`src/sv/mlfq_task_scheduler_defines.svh`:
```
// ---------------------------------------------------------------------------
// Assertion macros for the multilevel feedback queue scheduler.
// Each macro expands to one labeled concurrent assertion clocked on clk
// and held off while rst_n is low.
// ---------------------------------------------------------------------------
`ifndef MLFQ_TASK_SCHEDULER_DEFINES_SVH
`define MLFQ_TASK_SCHEDULER_DEFINES_SVH

// Same-cycle implication.
`define MLFQ_ASSERT_NOW(lbl, ante, cons, msg) \
    lbl: assert property (@(posedge clk) disable iff (!rst_n) (ante) |-> (cons)) \
        else $error(msg);

// Next-cycle implication.
`define MLFQ_ASSERT_NEXT(lbl, ante, cons, msg) \
    lbl: assert property (@(posedge clk) disable iff (!rst_n) (ante) |=> (cons)) \
        else $error(msg);

`endif

```
`src/sv/mlfq_pkg.sv`:
```
// ---------------------------------------------------------------------------
// mlfq_pkg
// Shared codes and the result record of the feedback queue scheduler.
// ---------------------------------------------------------------------------
package mlfq_pkg;

    // Item kinds on the input side.
    localparam logic ACT_ARRIVE = 1'b0;
    localparam logic ACT_STEP   = 1'b1;

    // Result status codes.
    localparam logic [2:0] ST_QUEUED  = 3'd0;
    localparam logic [2:0] ST_FULL    = 3'd1;
    localparam logic [2:0] ST_RT      = 3'd2;
    localparam logic [2:0] ST_QUANTUM = 3'd3;
    localparam logic [2:0] ST_IDLE    = 3'd4;

    // Level numbering.
    localparam logic [1:0] LVL_RT   = 2'd0;
    localparam logic [1:0] LVL_LAST = 2'd3;

    // One result item.
    typedef struct packed {
        logic [2:0]  status;
        logic [7:0]  run_task;
        logic [1:0]  run_level;
        logic [15:0] ran_ticks;
        logic        finished;
        logic        requeue_dropped;
        logic        all_empty;
        logic [31:0] time_now;
    } result_t;

endpackage

```
`src/sv/mlfq_ram.sv`:
```
// ---------------------------------------------------------------------------
// mlfq_ram
// Generic single-write, single-read RAM with a registered read port.
// ---------------------------------------------------------------------------
module mlfq_ram #(
    parameter int WIDTH = 24,
    parameter int DEPTH = 128
) (
    input  logic                     clk,
    input  logic                     wr_en,
    input  logic [$clog2(DEPTH)-1:0] wr_addr,
    input  logic [WIDTH-1:0]         wr_data,
    input  logic                     rd_en,
    input  logic [$clog2(DEPTH)-1:0] rd_addr,
    output logic [WIDTH-1:0]         rd_data
);

    logic [WIDTH-1:0] mem [DEPTH];

    // Write port and registered read port.
    always_ff @(posedge clk)
    begin
        if (wr_en)
        begin
            mem[wr_addr] <= wr_data;
        end
        if (rd_en)
        begin
            rd_data <= mem[rd_addr];
        end
    end

endmodule

```
`src/sv/mlfq_front.sv`:
```
// ---------------------------------------------------------------------------
// mlfq_front
// Accepts input items, trims the id and saturates the required time to the
// stored widths, and holds the commands in a two-entry queue for the back end.
// ---------------------------------------------------------------------------
module mlfq_front import mlfq_pkg::*; #(
    parameter int ID_BITS     = 8,
    parameter int REMAIN_BITS = 16,
    parameter int CMD_W       = 3 + ID_BITS + REMAIN_BITS
) (
    input  logic             clk,
    input  logic             rst_n,
    input  logic             in_valid,
    output logic             in_ready,
    input  logic             in_action,
    input  logic [7:0]       in_task_id,
    input  logic [1:0]       in_priority_req,
    input  logic [15:0]      in_need_time,
    output logic             cmd_valid,
    input  logic             cmd_ready,
    output logic [CMD_W-1:0] cmd_data
);

    localparam logic [32:0] REM_MAX = (33'd1 << REMAIN_BITS) - 33'd1;

    logic [CMD_W-1:0] buf_reg [2];
    logic             wr_ptr_reg;
    logic             wr_ptr_next;
    logic             rd_ptr_reg;
    logic             rd_ptr_next;
    logic [1:0]       fill_reg;
    logic [1:0]       fill_next;
    logic [31:0]      id_wide;
    logic [31:0]      req_wide;
    logic [31:0]      req_sat;
    logic [CMD_W-1:0] cmd_in;
    logic             push;
    logic             pop;

    // Classify and fit the fields to the stored widths.
    always_comb
    begin
        id_wide  = {24'd0, in_task_id};
        req_wide = {16'd0, in_need_time};
        req_sat  = ({1'b0, req_wide} > REM_MAX) ? REM_MAX[31:0] : req_wide;
        cmd_in   = {req_sat[REMAIN_BITS-1:0], id_wide[ID_BITS-1:0],
                    in_priority_req, in_action};
    end

    // Queue control.
    assign in_ready  = (fill_reg != 2'd2);
    assign cmd_valid = (fill_reg != 2'd0);
    assign cmd_data  = buf_reg[rd_ptr_reg];
    assign push      = in_valid && in_ready;
    assign pop       = cmd_valid && cmd_ready;

    always_comb
    begin
        wr_ptr_next = push ? ~wr_ptr_reg : wr_ptr_reg;
        rd_ptr_next = pop ? ~rd_ptr_reg : rd_ptr_reg;
        fill_next   = fill_reg;
        if (push && !pop)
        begin
            fill_next = fill_reg + 2'd1;
        end
        else if (pop && !push)
        begin
            fill_next = fill_reg - 2'd1;
        end
    end

    always_ff @(posedge clk or negedge rst_n)
    begin
        if (!rst_n)
        begin
            wr_ptr_reg <= 1'b0;
            rd_ptr_reg <= 1'b0;
            fill_reg   <= 2'd0;
        end
        else
        begin
            wr_ptr_reg <= wr_ptr_next;
            rd_ptr_reg <= rd_ptr_next;
            fill_reg   <= fill_next;
        end
    end

    // Queue storage.
    always_ff @(posedge clk)
    begin
        if (push)
        begin
            buf_reg[wr_ptr_reg] <= cmd_in;
        end
    end

endmodule

```
`src/sv/mlfq_back.sv`:
```
// ---------------------------------------------------------------------------
// mlfq_back
// Carries out arrive and step commands against the four level FIFOs held in
// one shared RAM, and holds each result in an output register.
// ---------------------------------------------------------------------------
module mlfq_back import mlfq_pkg::*; #(
    parameter int QUEUE_DEPTH = 32,
    parameter int ID_BITS     = 8,
    parameter int REMAIN_BITS = 16,
    parameter int CMD_W       = 3 + ID_BITS + REMAIN_BITS
) (
    input  logic             clk,
    input  logic             rst_n,
    input  logic             cmd_valid,
    output logic             cmd_ready,
    input  logic [CMD_W-1:0] cmd_data,
    output logic             res_valid,
    input  logic             res_ready,
    output result_t          res
);

    localparam int SLOT_BITS = $clog2(QUEUE_DEPTH);
    localparam int CNT_BITS  = $clog2(QUEUE_DEPTH + 1);
    localparam int SUM_W     = SLOT_BITS + 2;
    localparam int ADDR_W    = SLOT_BITS + 2;
    localparam int ENTRY_W   = ID_BITS + REMAIN_BITS;
    localparam int RAM_DEPTH = 4 * (1 << SLOT_BITS);

    localparam logic [CNT_BITS-1:0]  FULL_CNT  = CNT_BITS'(QUEUE_DEPTH);
    localparam logic [SLOT_BITS-1:0] LAST_SLOT = SLOT_BITS'(QUEUE_DEPTH - 1);

    // Sequencer states.
    localparam logic S_IDLE = 1'b0;
    localparam logic S_READ = 1'b1;

    logic                   state_reg;
    logic                   state_next;
    logic [SLOT_BITS-1:0]   head_reg  [4];
    logic [SLOT_BITS-1:0]   head_next [4];
    logic [CNT_BITS-1:0]    count_reg  [4];
    logic [CNT_BITS-1:0]    count_next [4];
    logic [31:0]            time_reg;
    logic [31:0]            time_next;
    logic [1:0]             lvl_reg;
    logic [1:0]             lvl_next;
    logic                   out_valid_reg;
    logic                   out_valid_next;
    result_t                res_reg;
    result_t                res_next;

    logic                   cmd_action;
    logic [1:0]             cmd_lvl;
    logic [ID_BITS-1:0]     cmd_id;
    logic [REMAIN_BITS-1:0] cmd_rem;
    logic [3:0]             nonempty;
    logic [1:0]             sel_lvl;
    logic [1:0]             demote_lvl;

    logic                   ram_wr_en;
    logic [ADDR_W-1:0]      ram_wr_addr;
    logic [ENTRY_W-1:0]     ram_wr_data;
    logic                   ram_rd_en;
    logic [ADDR_W-1:0]      ram_rd_addr;
    logic [ENTRY_W-1:0]     ram_rd_data;
    logic [ID_BITS-1:0]     rd_id;
    logic [REMAIN_BITS-1:0] rd_rem;
    logic [31:0]            id_wide;
    logic [31:0]            rem_wide;

    // Slot just past the tail of a level, wrapped to the FIFO depth.
    function automatic logic [SLOT_BITS-1:0] tail_slot(
        input logic [SLOT_BITS-1:0] h,
        input logic [CNT_BITS-1:0]  c
    );
        logic [SUM_W-1:0] s;
        s = SUM_W'(h) + SUM_W'(c);
        if (s >= SUM_W'(QUEUE_DEPTH))
        begin
            s = s - SUM_W'(QUEUE_DEPTH);
        end
        return s[SLOT_BITS-1:0];
    endfunction

    // Next head slot after a pop.
    function automatic logic [SLOT_BITS-1:0] head_inc(input logic [SLOT_BITS-1:0] h);
        return (h == LAST_SLOT) ? '0 : h + SLOT_BITS'(1);
    endfunction

    // Command fields.
    assign cmd_action = cmd_data[0];
    assign cmd_lvl    = cmd_data[2:1];
    assign cmd_id     = cmd_data[3 +: ID_BITS];
    assign cmd_rem    = cmd_data[3 + ID_BITS +: REMAIN_BITS];

    // Entry read back from the level FIFOs.
    assign rd_id    = ram_rd_data[ID_BITS-1:0];
    assign rd_rem   = ram_rd_data[ENTRY_W-1:ID_BITS];
    assign id_wide  = 32'(rd_id);
    assign rem_wide = 32'(rd_rem);

    // Level selection: the lowest-numbered nonempty level, real-time first.
    always_comb
    begin
        for (int k = 0; k < 4; k++)
        begin
            nonempty[k] = (count_reg[k] != '0);
        end
        if (nonempty[0])
        begin
            sel_lvl = 2'd0;
        end
        else if (nonempty[1])
        begin
            sel_lvl = 2'd1;
        end
        else if (nonempty[2])
        begin
            sel_lvl = 2'd2;
        end
        else
        begin
            sel_lvl = 2'd3;
        end
        demote_lvl = (lvl_reg == LVL_LAST) ? LVL_LAST : lvl_reg + 2'd1;
    end

    assign cmd_ready = (state_reg == S_IDLE) && (!out_valid_reg || res_ready);

    // Sequencer.
    always_comb
    begin
        state_next     = state_reg;
        head_next      = head_reg;
        count_next     = count_reg;
        time_next      = time_reg;
        lvl_next       = lvl_reg;
        res_next       = res_reg;
        out_valid_next = out_valid_reg && !res_ready;
        ram_wr_en      = 1'b0;
        ram_wr_addr    = '0;
        ram_wr_data    = '0;
        ram_rd_en      = 1'b0;
        ram_rd_addr    = '0;

        case (state_reg)
            S_IDLE:
            begin
                if (cmd_valid && cmd_ready)
                begin
                    if (cmd_action == ACT_ARRIVE)
                    begin
                        // Arrival: push at the tail unless the level is full.
                        res_next          = '0;
                        res_next.time_now = time_reg;
                        out_valid_next    = 1'b1;
                        if (count_reg[cmd_lvl] == FULL_CNT)
                        begin
                            res_next.status = ST_FULL;
                        end
                        else
                        begin
                            res_next.status     = ST_QUEUED;
                            ram_wr_en           = 1'b1;
                            ram_wr_addr         = {cmd_lvl,
                                tail_slot(head_reg[cmd_lvl], count_reg[cmd_lvl])};
                            ram_wr_data         = {cmd_rem, cmd_id};
                            count_next[cmd_lvl] = count_reg[cmd_lvl] + CNT_BITS'(1);
                        end
                    end
                    else if (nonempty == 4'b0000)
                    begin
                        // Idle step.
                        res_next           = '0;
                        res_next.status    = ST_IDLE;
                        res_next.all_empty = 1'b1;
                        res_next.time_now  = time_reg;
                        time_next          = time_reg + 32'd1;
                        out_valid_next     = 1'b1;
                    end
                    else
                    begin
                        // Pop the head of the chosen level and wait for the data.
                        ram_rd_en           = 1'b1;
                        ram_rd_addr         = {sel_lvl, head_reg[sel_lvl]};
                        head_next[sel_lvl]  = head_inc(head_reg[sel_lvl]);
                        count_next[sel_lvl] = count_reg[sel_lvl] - CNT_BITS'(1);
                        lvl_next            = sel_lvl;
                        state_next          = S_READ;
                    end
                end
            end
            S_READ:
            begin
                res_next          = '0;
                res_next.run_task = id_wide[7:0];
                res_next.time_now = time_reg;
                out_valid_next    = 1'b1;
                state_next        = S_IDLE;
                if (lvl_reg == LVL_RT)
                begin
                    // Real-time task runs to completion.
                    res_next.status    = ST_RT;
                    res_next.ran_ticks = rem_wide[15:0];
                    res_next.finished  = 1'b1;
                    time_next          = time_reg + rem_wide;
                end
                else
                begin
                    // One quantum, then finish or demote.
                    res_next.status    = ST_QUANTUM;
                    res_next.run_level = lvl_reg;
                    res_next.ran_ticks = 16'd1;
                    time_next          = time_reg + 32'd1;
                    if (rd_rem <= REMAIN_BITS'(1))
                    begin
                        res_next.finished = 1'b1;
                    end
                    else if (count_reg[demote_lvl] == FULL_CNT)
                    begin
                        res_next.requeue_dropped = 1'b1;
                    end
                    else
                    begin
                        ram_wr_en   = 1'b1;
                        ram_wr_addr = {demote_lvl,
                            tail_slot(head_reg[demote_lvl], count_reg[demote_lvl])};
                        ram_wr_data = {rd_rem - REMAIN_BITS'(1), rd_id};
                        count_next[demote_lvl] = count_reg[demote_lvl] + CNT_BITS'(1);
                    end
                end
            end
            default:
            begin
                state_next = S_IDLE;
            end
        endcase
    end

    always_ff @(posedge clk or negedge rst_n)
    begin
        if (!rst_n)
        begin
            state_reg     <= S_IDLE;
            time_reg      <= '0;
            lvl_reg       <= '0;
            out_valid_reg <= 1'b0;
            for (int k = 0; k < 4; k++)
            begin
                head_reg[k]  <= '0;
                count_reg[k] <= '0;
            end
        end
        else
        begin
            state_reg     <= state_next;
            head_reg      <= head_next;
            count_reg     <= count_next;
            time_reg      <= time_next;
            lvl_reg       <= lvl_next;
            out_valid_reg <= out_valid_next;
        end
    end

    // Result payload.
    always_ff @(posedge clk)
    begin
        res_reg <= res_next;
    end

    assign res_valid = out_valid_reg;
    assign res       = res_reg;

    // Task storage for all four levels.
    mlfq_ram #(
        .WIDTH (ENTRY_W),
        .DEPTH (RAM_DEPTH)
    ) u_task_ram (
        .clk     (clk),
        .wr_en   (ram_wr_en),
        .wr_addr (ram_wr_addr),
        .wr_data (ram_wr_data),
        .rd_en   (ram_rd_en),
        .rd_addr (ram_rd_addr),
        .rd_data (ram_rd_data)
    );

endmodule

```
`src/sv/mlfq_task_scheduler.sv`:
```
// ---------------------------------------------------------------------------
// mlfq_task_scheduler
// Four-level feedback queue scheduler: a real-time level and three
// feedback levels that demote a task by one level after each quantum, down to the last.
// ---------------------------------------------------------------------------
// Usage:
// Items enter on s_axis; tuser selects arrival (0) or scheduling step (1),
// tdata carries the task id, its level and its required time. Every item
// gives exactly one result item on m_axis, with the status code on tuser.
// An accepted item is registered in the front queue. Arrivals and idle
// steps then register their result in the back end, and one such item
// completes per cycle while the result is taken and no run step is in
// progress. A step that runs a task reads the head from the task RAM
// in the S_IDLE state and writes a demoted entry back in S_READ; the
// back end takes no new command until this read-modify-write is done.
// The result register holds its item while m_axis_tready is low; the front
// queue keeps taking items until its two entries are full.
// Reset empties every level and clears the time; the task RAM needs no
// clearing, since only entries written by an arrival or demotion are read.
// ---------------------------------------------------------------------------
`include "mlfq_task_scheduler_defines.svh"

module mlfq_task_scheduler import mlfq_pkg::*; #(
    parameter int QUEUE_DEPTH = 32,
    parameter int ID_BITS     = 8,
    parameter int REMAIN_BITS = 16
) (
    input  logic        clk,
    input  logic        rst_n,
    input  logic        s_axis_tvalid,
    output logic        s_axis_tready,
    input  logic [31:0] s_axis_tdata,  // task_id[7:0], priority_req[9:8],
                                       // need_time[25:10], zero[31:26]
    input  logic        s_axis_tuser,  // action[0]
    output logic        m_axis_tvalid,
    input  logic        m_axis_tready,
    output logic [63:0] m_axis_tdata,  // run_task[7:0], run_level[9:8],
                                       // ran_ticks[25:10], finished[26],
                                       // requeue_dropped[27], all_empty[28],
                                       // time_now[60:29], zero[63:61]
    output logic [2:0]  m_axis_tuser   // status[2:0]
);

    localparam int CMD_W = 3 + ID_BITS + REMAIN_BITS;

    logic             cmd_valid;
    logic             cmd_ready;
    logic [CMD_W-1:0] cmd_data;
    result_t          res;

    // Front end: accept and classify.
    mlfq_front #(
        .ID_BITS     (ID_BITS),
        .REMAIN_BITS (REMAIN_BITS),
        .CMD_W       (CMD_W)
    ) u_front (
        .clk              (clk),
        .rst_n            (rst_n),
        .in_valid         (s_axis_tvalid),
        .in_ready         (s_axis_tready),
        .in_action        (s_axis_tuser),
        .in_task_id       (s_axis_tdata[7:0]),
        .in_priority_req  (s_axis_tdata[9:8]),
        .in_need_time     (s_axis_tdata[25:10]),
        .cmd_valid        (cmd_valid),
        .cmd_ready        (cmd_ready),
        .cmd_data         (cmd_data)
    );

    // Back end: run the level FIFOs.
    mlfq_back #(
        .QUEUE_DEPTH (QUEUE_DEPTH),
        .ID_BITS     (ID_BITS),
        .REMAIN_BITS (REMAIN_BITS),
        .CMD_W       (CMD_W)
    ) u_back (
        .clk       (clk),
        .rst_n     (rst_n),
        .cmd_valid (cmd_valid),
        .cmd_ready (cmd_ready),
        .cmd_data  (cmd_data),
        .res_valid (m_axis_tvalid),
        .res_ready (m_axis_tready),
        .res       (res)
    );

    // Result packing.
    assign m_axis_tdata = {3'b000, res.time_now, res.all_empty, res.requeue_dropped,
                           res.finished, res.ran_ticks, res.run_level, res.run_task};
    assign m_axis_tuser = res.status;

    // An arrival result carries no run information.
    `MLFQ_ASSERT_NOW(a_arrive_clean,
        m_axis_tvalid && (res.status == ST_QUEUED || res.status == ST_FULL),
        res.run_task == 8'd0 && res.ran_ticks == 16'd0 && !res.finished
            && !res.requeue_dropped && !res.all_empty,
        "arrival result carries run fields")

    // Only an idle step reports that every level is empty.
    `MLFQ_ASSERT_NOW(a_idle_flag,
        m_axis_tvalid,
        res.all_empty == (res.status == ST_IDLE),
        "all_empty does not match idle status")

    // A drop happens only on an unfinished quantum run.
    `MLFQ_ASSERT_NOW(a_drop_quantum,
        m_axis_tvalid && res.requeue_dropped,
        res.status == ST_QUANTUM && !res.finished,
        "requeue drop outside an unfinished quantum run")

    // After a quantum run is taken, time moves by exactly one.
    `MLFQ_ASSERT_NEXT(a_quantum_time,
        m_axis_tvalid && m_axis_tready && res.status == ST_QUANTUM
            && !(s_axis_tvalid && s_axis_tready),
        !m_axis_tvalid || res.time_now == $past(res.time_now) + 32'd1,
        "time did not advance by one quantum")

endmodule

```
`config.mk`:
```
export PLATFORM = sky130hd
export DESIGN_NAME = mlfq_task_scheduler
export DESIGN_NICKNAME = d
export VERILOG_FILES = /design/src/sv/mlfq_pkg.sv /design/src/sv/mlfq_ram.sv /design/src/sv/mlfq_front.sv /design/src/sv/mlfq_back.sv /design/src/sv/mlfq_task_scheduler.sv
export VERILOG_INCLUDE_DIRS = /design/src /design/src/sv
export SDC_FILE = /design/constraint.sdc
export NUM_CORES = 2
export LEC_CHECK = 0
export BUFFER_PORTS_ARGS = -buffer_cell sky130_fd_sc_hd__buf_2
export CAP_MARGIN = 20
export CORE_MARGIN = 2
export CORE_UTILIZATION = 50
export CTS_BUF_LIST = sky130_fd_sc_hd__clkbuf_4 sky130_fd_sc_hd__clkbuf_8
export DETAILED_ROUTE_END_ITERATION = 6
export PLACE_DENSITY = 0.65
export RECOVER_POWER = 25
export SLEW_MARGIN = 20
export SYNTH_ARGS = -nofsm -noshare
export SYNTH_HDL_FRONTEND = slang
export SYNTH_SLANG_ARGS = --single-unit
```
`constraint.sdc`:
```
create_clock -name clk -period 7.9 [get_ports clk]
set_input_delay 1.185 -clock clk [delete_from_list [all_inputs] [get_ports clk]]
set_output_delay 1.185 -clock clk [all_outputs]
set_load 0.02 [all_outputs]
```
==> impl_results.md <==
- Status: finished with violations
- Failing checks: design-rule violations, max-capacitance violations, max-slew violations
- CP peak stage delay: 1.10 ns
- Hold Path Class: input port to register
- Pwr dens: 394 nW/µm²
- GP Congestion: 0.935
- Drt drc: 1
- Compound-Gate Fraction of Synth Area: 0.0914
- Final cycle utilization of the critical path: 0.885
- CTS buffer count: 535
- Fmax: 0.143 GHz
- Slew margin rel.: -2.34
- Yosys cell types: 87
- Crit path DAT: 7.74 ns
- Most frequent cell after synthesis: edfxtp_1
- Area delta synth->final: 13.0%
- R2R Setup Slk: 0.91 ns
- Clock network power share: 0.241
- Die H: 519 µm
- Largest register FFs: 3072
- Part of the power in registers: 0.395
- Vias per inst: 6.52
- Setup WS pre-CTS: 1.63 ns
- Antenna-violating nets left: 0
- Register area share after synthesis: 0.745
- Switching power: 23.5 mW
- WL final: 426000 µm
- Number of cells on the worst reg-to-reg path: 15
- Leakage: 50.3 nW
- Switching Share: 0.398
- Via count: 87800
- Ys flop type: edfxtp_1
- Area leader, netlist: edfxtp_1
- Filler Cell Count: 20500
- Hold-fix buffers, CTS: 0
- Placeable Area: 263000 µm²
- Worst Tran Pin Value: 5.01 ns
- DR WL/cell: 31.6 µm
- Commonest cells in the netlist: edfxtp_1 (3213), nand2_1 (1075), nor2_1 (571)
- Max Slew Vio Count: 1401
- Synth warn: 0
- Multi-input gate area: 31400 µm²
- Async set-reset flop share out of synthesis: 0.0255
- Synth Area in XOR/XNOR: 0.00489
- Worst Hold Depth: 1
- Crit. End Element: register
- WP data required: 8.65 ns
- Syn_area_per_cell: 14.5 µm²
- Placed insts: 12500
- Tot GR Track Use: 0.309
- Multiplexer share of the synthesized area: 0.0369
- Most used cell, CP: buf_4
- Combinational power share: 0.364
- Initial antenna violation count: 27
- First-pass GRT wire length: 603000 µm
- Die area: 269000 µm²
- MaxCap Viol Count: 26
- #FFs+latches synth: 3297
- Final min period: 6.99 ns
- Fraction of the mapped netlist area in simple logic gates: 0.0953
- Critical path's slowest cell: nor4_1
- CP Depth: 15
- Starting Density: 0.503
- CP cell instances: nor4_1 > and2_0 > a311oi_4 > buf_4 > o21ai_4 > buf_12 > buf_12 > buf_4 > mux2i_1 > mux2i_1 > a22o_1 > o41ai_1 > buf_4 > a311o_1 > o21ai_1
- Final hold viol count: 0
- Internal: 35.5 mW
- CTS resizes: 0
- CTS H-tree depth: 6
- RSZ-0062 raised after global routing: no
- TritonCTS clock tree: yes
- Clock Path Buffers: 4
- Total congestion overflow: 0
- Largest net degree at the start of global routing: 123
- Setup slack after layout: 0.911 ns
- Largest family of logic cells by synthesized area: simple AND/OR/NAND/NOR gates
- Final nets: 9644
- Final setup violating endpoints: 0
- Delay-heaviest family, CP: compound AO/OA/AOI/OAI gates
- Setup bufs post-CTS: 0
- I/O pin count: 106
- Crit Path Class: register to register
- Ratio of cells with drive above 1 in the final layout: 0.159
- Clock-pin transition on the worst setup and hold timing paths: 0.06 ns
- # port buffers: 96
- CTS Sinks: 3297
- CP Max Fanout: 24
- Post-Layout Cell Count: 13500
- Synth top area cells: edfxtp_1 (73%), nand2_1 (3.0%), mux2i_1 (2.0%), nor3_1 (1.8%), nor2_1 (1.6%)
- Skew-Pair Late Insertion Delay: 1.09 ns
- Post-synth EDFFs: 3213
- FF/Latch Area: 98600 µm²
- CTS root buffer: clkbuf_8
- Smallest hold slack: 0.291 ns
- Share of the synthesized area in the top cell type: 0.729
- Chip Width: 519 µm
- Setup TNS: 0 ns
- Drt pass-1 iters: 7
- Vias in the first global route: 83600
- Mapped cell area: 132000 µm²
- WP buf/inv: 5
- Clock skew: 0.102 ns
- DRT iter0 DRCs: 13800
- Crit start category: register
- Post-layout util: 0.569
- Peak supply drop: 0.498 mV
- Synth Instances: 9101
- Post-Synth Adder-Cell Area: 0.00376
- Row count: 188
- Post-DP HPWL: 250000 µm
==> power groups by stage <==
stage,registers [mW],logic (mW),clock network [mW]
after floorplan,23.9,11.2,0
final,23.3,21.5,14.2
after CTS,23.1,21.2,14.3
after detailed placement,23.5,21.1,0
after global placement,23.5,20.7,0
after global routing,23.4,22.3,15.1
==> stage by stage <==
| step | instance area [µm²] | total power, mW |
|---|---|---|
| 6_report | 150000 | 59.0 |
| 5_1_grt | 150000 | 60.7 |
| 4_1_cts | 150000 | 58.6 |
| 3_5_place_dp | 140000 | 44.6 |
| 3_3_place_gp | 140000 | 44.2 |
| 2_1_floorplan | 132000 | 35.2 |
==> cells in the final DEF, fill, tap and decap left out, types with 178 or more instances in the layout <==
master,count
buf_4,379
nor3_1,484
clkbuf_8,547
o21ai_0,240
a21oi_1,358
clkbuf_4,178
nand3_1,266
mux2i_1,266
nor2_1,434
nand2_1,1071
edfxtp_1,3213
o22ai_1,318
==> worst reg2reg max path: cells and delay by family, from the launching register on <==
family	cells	cell delay, ns
multiplexers	2	0.37
flip-flops	1	0.44
AO/OA/AOI/OAI	6	2.51
buffers and inverters	5	1.63
AND/OR/NAND/NOR	2	1.74
==> layer usage <==
| metal | vias to the layer above | wire (µm) | global-route usage |
|---|---|---|---|
| met3 | 982 | 56300 | 0.0847 |
| met1 | 44000 | 159000 | 0.422 |
| li1 | 36500 | - | - |
| met5 | - | 131 | 0 |
| met4 | 22 | 23100 | 0.150 |
| met2 | 6214 | 188000 | 0.460 |
==> path summary, 6_finish.rpt <==
kind / end / start
setup / recovery: u_back.u_task_ram.rd_data[5] / u_back.count_reg[13]
hold / removal: u_front.buf_reg[0][25] / s_axis_tdata[24]
setup reg to reg: u_back.u_task_ram.rd_data[5] / u_back.count_reg[13]
hold reg to reg: u_back.res[30] / u_back.time_reg[30]
max in group asynchronous: u_back.time_reg[3] / rst_n
min in group asynchronous: u_back.time_reg[31] / rst_n
==> layout make-up <==
type,instances,area share
multi-input combinational,5094,0.210
tap,3515,0.0294
sequential,3297,0.659
antenna,8,0.000134
timing repair buffer,574,0.0319
clock buffer,725,0.0593
clock inverter,194,0.00817
inverter,67,0.00174
==> logic make-up (layout without fill, tap and decap cells) <==
family                     Yosys count  after routing
adders and majority gates           38             38
xor gates and xnor gates            74             74
AOI/OAI and AO/OA                 1791           1791
and+or+nand+nor                   2811           2811
DFF                               3297           3297
buffers and inverters              712           1560
muxes                              377            377
other                                1             11
No activity file was read; power rests on OpenSTA's default activity.
